`src/hdl/rsa_pkg.sv`:
```
package rsa_pkg;

    // default sizing
    localparam int DEF_MAX_ROWS   = 1024;
    localparam int DEF_SEAT_WIDTH = 20;

    // port field widths
    localparam int COUNT_W    = 30;
    localparam int ROW_W      = 10;
    localparam int SEAT_W     = 20;
    localparam int NUM_ROWS_W = 11;
    localparam int PADDR_W    = 3;
    localparam int PDATA_W    = 32;

    // register indexes
    localparam logic REG_NUM_ROWS      = 1'b0;
    localparam logic REG_SEATS_PER_ROW = 1'b1;

    // datapath commands
    typedef logic [4:0] op_t;
    localparam op_t OP_IDLE      = 5'd0;
    localparam op_t OP_CLEAR     = 5'd1;
    localparam op_t OP_LOAD      = 5'd2;
    localparam op_t OP_G_START   = 5'd3;
    localparam op_t OP_G_DESC_RD = 5'd4;
    localparam op_t OP_G_DESC_CK = 5'd5;
    localparam op_t OP_LEAF_RD   = 5'd6;
    localparam op_t OP_G_LEAF    = 5'd7;
    localparam op_t OP_UP_RD     = 5'd8;
    localparam op_t OP_UP_WR     = 5'd9;
    localparam op_t OP_S_START   = 5'd10;
    localparam op_t OP_RS_A_RD   = 5'd11;
    localparam op_t OP_RS_A_ADD  = 5'd12;
    localparam op_t OP_RS_B_RD   = 5'd13;
    localparam op_t OP_RS_B_ADD  = 5'd14;
    localparam op_t OP_RS_SHIFT  = 5'd15;
    localparam op_t OP_RS_DONE   = 5'd16;
    localparam op_t OP_S_RD      = 5'd17;
    localparam op_t OP_S_ROW     = 5'd18;
    localparam op_t OP_OUT       = 5'd19;

    // datapath status towards the controller
    typedef struct packed {
        logic clr_last;
        logic kind;
        logic k_gt_cap;
        logic min_gt_t;
        logic at_leaf;
        logic r_gt_maxr;
        logic up_last;
        logic open_gt_max;
        logic k_zero;
        logic a_gt_b;
        logic a_odd;
        logic b_even;
        logic free_lt_k;
        logic row_stop;
        logic out_busy;
    } dp_status_t;

endpackage

```
`src/hdl/rsa_ctrl.sv`:
```
module rsa_ctrl
    import rsa_pkg::*;
(
    input  logic       clk,
    input  logic       rst_n,
    input  logic       cfg_wr,
    input  logic       req_valid,
    output logic       req_ready,
    input  dp_status_t status,
    output op_t        cmd
);

    localparam logic [4:0] ST_CLEAR     = 5'd0;
    localparam logic [4:0] ST_IDLE      = 5'd1;
    localparam logic [4:0] ST_DISPATCH  = 5'd2;
    localparam logic [4:0] ST_G_ROOT    = 5'd3;
    localparam logic [4:0] ST_G_DESC_RD = 5'd4;
    localparam logic [4:0] ST_G_DESC_CK = 5'd5;
    localparam logic [4:0] ST_G_LEAF_RD = 5'd6;
    localparam logic [4:0] ST_G_LEAF    = 5'd7;
    localparam logic [4:0] ST_UP_RD     = 5'd8;
    localparam logic [4:0] ST_UP_WR     = 5'd9;
    localparam logic [4:0] ST_SC_CHK    = 5'd10;
    localparam logic [4:0] ST_RS_A      = 5'd11;
    localparam logic [4:0] ST_RS_AW     = 5'd12;
    localparam logic [4:0] ST_RS_B      = 5'd13;
    localparam logic [4:0] ST_RS_BW     = 5'd14;
    localparam logic [4:0] ST_RS_SH     = 5'd15;
    localparam logic [4:0] ST_RS_DONE   = 5'd16;
    localparam logic [4:0] ST_SC_RD     = 5'd17;
    localparam logic [4:0] ST_SC_ROW    = 5'd18;
    localparam logic [4:0] ST_FINISH    = 5'd19;

    logic [4:0] state_reg;
    logic [4:0] state_next;

    assign req_ready = (state_reg == ST_IDLE);

    // sequencing of tree walks
    always_comb
    begin
        state_next = state_reg;
        cmd        = OP_IDLE;
        unique case (state_reg)
            ST_CLEAR:
            begin
                cmd = OP_CLEAR;
                if (status.clr_last)
                    state_next = ST_IDLE;
            end
            ST_IDLE:
            begin
                if (req_valid)
                begin
                    cmd        = OP_LOAD;
                    state_next = ST_DISPATCH;
                end
            end
            ST_DISPATCH:
            begin
                if (!status.kind)
                begin
                    cmd        = OP_G_START;
                    state_next = status.k_gt_cap ? ST_FINISH : ST_G_ROOT;
                end
                else
                begin
                    cmd        = OP_S_START;
                    state_next = status.open_gt_max ? ST_FINISH : ST_RS_A;
                end
            end
            ST_G_ROOT:
                state_next = status.min_gt_t ? ST_FINISH : ST_G_DESC_RD;
            ST_G_DESC_RD:
            begin
                cmd        = OP_G_DESC_RD;
                state_next = ST_G_DESC_CK;
            end
            ST_G_DESC_CK:
            begin
                cmd        = OP_G_DESC_CK;
                state_next = status.at_leaf ? ST_G_LEAF_RD : ST_G_DESC_RD;
            end
            ST_G_LEAF_RD:
            begin
                cmd        = OP_LEAF_RD;
                state_next = ST_G_LEAF;
            end
            ST_G_LEAF:
            begin
                if (status.r_gt_maxr)
                    state_next = ST_FINISH;
                else
                begin
                    cmd        = OP_G_LEAF;
                    state_next = ST_UP_RD;
                end
            end
            ST_UP_RD:
            begin
                cmd        = OP_UP_RD;
                state_next = ST_UP_WR;
            end
            ST_UP_WR:
            begin
                cmd = OP_UP_WR;
                if (status.up_last)
                    state_next = status.kind ? ST_SC_CHK : ST_FINISH;
                else
                    state_next = ST_UP_RD;
            end
            ST_SC_CHK:
                state_next = status.row_stop ? ST_FINISH : ST_SC_RD;
            ST_RS_A:
            begin
                if (status.a_gt_b)
                    state_next = ST_RS_DONE;
                else if (status.a_odd)
                begin
                    cmd        = OP_RS_A_RD;
                    state_next = ST_RS_AW;
                end
                else
                    state_next = ST_RS_B;
            end
            ST_RS_AW:
            begin
                cmd        = OP_RS_A_ADD;
                state_next = ST_RS_B;
            end
            ST_RS_B:
            begin
                if (status.b_even)
                begin
                    cmd        = OP_RS_B_RD;
                    state_next = ST_RS_BW;
                end
                else
                    state_next = ST_RS_SH;
            end
            ST_RS_BW:
            begin
                cmd        = OP_RS_B_ADD;
                state_next = ST_RS_SH;
            end
            ST_RS_SH:
            begin
                cmd        = OP_RS_SHIFT;
                state_next = ST_RS_A;
            end
            ST_RS_DONE:
            begin
                cmd = OP_RS_DONE;
                if (status.free_lt_k || status.k_zero)
                    state_next = ST_FINISH;
                else
                    state_next = ST_SC_RD;
            end
            ST_SC_RD:
            begin
                cmd        = OP_S_RD;
                state_next = ST_SC_ROW;
            end
            ST_SC_ROW:
            begin
                cmd        = OP_S_ROW;
                state_next = ST_UP_RD;
            end
            ST_FINISH:
            begin
                if (!status.out_busy)
                begin
                    cmd        = OP_OUT;
                    state_next = ST_IDLE;
                end
            end
            default:
                state_next = ST_CLEAR;
        endcase
        if (cfg_wr)
            state_next = ST_CLEAR;
    end

    always_ff @(posedge clk or negedge rst_n)
    begin
        if (!rst_n)
            state_reg <= ST_CLEAR;
        else
            state_reg <= state_next;
    end

endmodule

```
`config.mk`:
```
export PLATFORM = sky130hd
export DESIGN_NAME = rsa_ctrl
export DESIGN_NICKNAME = d
export VERILOG_FILES = /design/src/hdl/rsa_pkg.sv /design/src/hdl/rsa_ctrl.sv
export SDC_FILE = /design/constraint.sdc
export NUM_CORES = 1
export LEC_CHECK = 0
export BUFFER_PORTS_ARGS = -buffer_cell sky130_fd_sc_hd__buf_2
export CORE_UTILIZATION = 53
export CTS_CLUSTER_SIZE = 40
export DETAILED_ROUTE_END_ITERATION = 6
export PLACE_DENSITY = 0.83
export RECOVER_POWER = 25
export SKIP_LAST_GASP = 1
export SYNTH_ARGS = -nofsm -noshare
export SYNTH_HDL_FRONTEND = slang
export SYNTH_SLANG_ARGS = --single-unit
```
`constraint.sdc`:
```
create_clock -name clk -period 4.8 [get_ports clk]
set_input_delay 0.48 -clock clk [delete_from_list [all_inputs] [get_ports clk]]
set_output_delay 0.48 -clock clk [all_outputs]
set_load 0.02 [all_outputs]
```
==> metrics.csv <==
metric;value;unit
status;finished clean;
diodes;0;
cts_buffers;3;
avgRoutedWirePerCell;13.4;µm
fin_setup_tns;0;ns
startpoint_type;flop;
ir_worst_vdd;0.000225;V
nFillCells;124;
die_y;40.0;µm
grt-busiest-layer;met1;
use_met2;0.395;
skew;0.00525;ns
power_frac_seq;0.300;
arrival;2.00;ns
place_hpwl;1460;µm
synthFlopType;dfrtp_1;
ctsResizeCount;0;
vias_per_cell;6.19;
p_sw_frac;0.457;
cts.path.max_buffers;2;
max_cap_viol_count;0;
clock-sinks;5;
antenna_found_initial;0;
power_density;263;nW/µm²
yosysSeqAreaShare;0.163;
initial_core_util;0.582;
use_met3;0.0500;
ctsHoldBuffers;0;
synth.distinct_cells;38;
yosysWarnings;0;
synth_edf_count;0;
power_frac_comb;0.491;
rr_worst_depth;4;
ioPinCount;25;
cell_internal_pwr;126;µW
drtAntennaViolNets;0;
relSlewSlack;0.605;
switchingPower;106;µW
core;1320;µm²
htree_levels;1;
cts-root-buf;clkbuf_4;
grt_pass1_wl;3060;µm
critPathMaxFanout;21;
finalWirelength;2000;µm
cp-end-kind;output port;
clkPwrFrac;0.208;
grtUsageTotal;0.277;
total_power;231;µW
grt_util_met1;0.426;
grt_max_degree;23;
placement_rows;13;
dr.pass1.iters;4;
fp.dieArea;1600;µm²
area_growth;14.7;%
syn_avg_cell_area;6.61;µm²
clkLatencyLatePin;0.24;ns
drcViolationCount;0;
required;4.32;ns
syn_nets;135;
period_minus_slack;2.48;ns
worst_pin_slew;0.593;ns
num_vias;922;
grt_pass1_vias;684;
drive_gt1_frac;0.209;
synth_cells;116;
post_cts_buffers;0;
ys_async_sr_fraction;1.00;
die_w;40.0;µm
gp_congestion;0.875;
grt_overflow;0;
fmax;0.403;GHz
clk_pin_slew;0.04;ns
setup_viol;0;
slew_viol_final;0;
nets;154;
fin_crit_sh;0.517;
rsz0062_at_grt;no;
p_leak;0.363;nW
crit_type;flop to output port;
drt_iter0_markers;34;
synth_seq_cells;5;
io_buffers;24;
syn_area;767;µm²
cts_tree;done;
hold_violations;0;
largest_reg_flops;5;
hold_class;primary input to async pin;
[metal layers]
layer | wire, µm | part of all wire | vias up
met3 | 153 | 0.077 | 4
met2 | 893 | 0.45 | 48
met4 | 25 | 0.013 | 0
li1 | - | - | 468
met1 | 927 | 0.46 | 402
met5 | 0 | 0 | -
[worst max-delay path: stages, from the launching register on]
cell and delay (ns):
dfrtp_1 0.58, nor3b_1 0.40, nor2_1 0.07, a2111oi_0 0.34, a31oi_1 0.07, o21ai_0 0.10
buf_2 0.19
[final cells by class]
type	count	area, µm²	area share
multi-input cells	96	572	0.650
flip-flops and latches	5	125	0.142
repair buffers	24	119	0.135
clock buffers	4	26.3	0.0299
inverters	5	18.8	0.0213
well taps	15	18.8	0.0213
[power by group through the flow]
stage                     Sequential, mW  Clock, mW  Combinational (mW)
final                             0.0695     0.0482               0.114
after global routing              0.0722     0.0508               0.126
after CTS                         0.0687     0.0492               0.112
after detailed placement          0.0696          0               0.112
after global placement            0.0698          0               0.111
after floorplan                   0.0514          0              0.0971
[logic make-up (layout without fill, tap and decap cells)]
group	after synthesis	count (layout)	share of synthesized area
compound gates	44	44	0.369
flops	5	5	0.163
mux	3	3	0.0392
simple gates	49	49	0.338
buf+inv	15	33	0.0914
[worst paths after layout]
kind | from | to | slack [ns]
worst min-delay path | rst_n | state_reg[4]$_DFFE_PN0P_ | 0.07
worst max-delay path | state_reg[2]$_DFFE_PN0P_ | cmd[0] | 2.32
worst min register to register | state_reg[4]$_DFFE_PN0P_ | state_reg[2]$_DFFE_PN0P_ | 0.88
min in group clk | cfg_wr | state_reg[4]$_DFFE_PN0P_ | 0.46
max in group asynchronous | rst_n | state_reg[0]$_DFFE_PN0P_ | 4.52
worst max register to register | state_reg[2]$_DFFE_PN0P_ | state_reg[4]$_DFFE_PN0P_ | 2.86
[cells in the final DEF, fill, tap and decap left out]
cell | Yosys | layout
o22ai_1 | 2 | 2
clkbuf_1 | 2 | 2
a22oi_1 | 1 | 1
nand3_1 | 2 | 2
a21o_1 | 1 | 1
nand3b_1 | 3 | 3
nor2b_1 | 3 | 3
nor4_1 | 1 | 1
a41oi_1 | 1 | 1
o2111ai_1 | 1 | 1
o21ba_2 | 1 | 1
nand2_1 | 8 | 8
o31a_1 | 1 | 1
o21a_1 | 1 | 1
mux2i_1 | 3 | 3
o21ai_0 | 11 | 11
or2_1 | 1 | 1
or3_1 | 2 | 2
nor3_1 | 4 | 4
or4_1 | 1 | 1
nor2_1 | 13 | 13
nor4b_1 | 2 | 2
nand2b_1 | 5 | 5
inv_1 | 5 | 5
a31oi_1 | 4 | 4
a21oi_1 | 13 | 13
o32ai_1 | 1 | 1
a22o_1 | 1 | 1
nor3b_1 | 2 | 2
clkbuf_4 | 0 | 3
and3_1 | 2 | 2
a211oi_1 | 1 | 1
o22ai_2 | 1 | 1
buf_2 | 5 | 23
dfrtp_1 | 5 | 5
a2111oi_0 | 2 | 2
o2111a_1 | 1 | 1
[through the flow]
| stage | instances | hold WS [ns] | util | setup WS [ns] | area (µm²) |
|---|---|---|---|---|---|
| 3_3_place_gp | 145 | 0.294 | 0.649 | 2.60 | 855 |
| 4_1_cts | 149 | 0.0379 | 0.669 | 2.32 | 881 |
| 3_5_place_dp | 145 | 0.295 | 0.649 | 2.59 | 855 |
| 6_report | 149 | 0.0720 | 0.668 | 2.32 | 880 |
| 2_1_floorplan | 116 | 0.184 | - | 2.81 | 767 |
| 5_1_grt | 149 | 0.0948 | 0.668 | 2.06 | 880 |
[synth_stat cells (3+ instances only)]
cell type | number | share of area
nand3b_1 | 3 | 0.029
inv_1 | 5 | 0.024
nor2_1 | 13 | 0.064
a21oi_1 | 13 | 0.085
nor3_1 | 4 | 0.026
dfrtp_1 | 5 | 0.16
a31oi_1 | 4 | 0.033
nand2b_1 | 5 | 0.041
nor2b_1 | 3 | 0.024
mux2i_1 | 3 | 0.039
buf_2 | 5 | 0.033
o21ai_0 | 11 | 0.072
nand2_1 | 8 | 0.039
No activity file was read; power rests on OpenSTA's default activity.
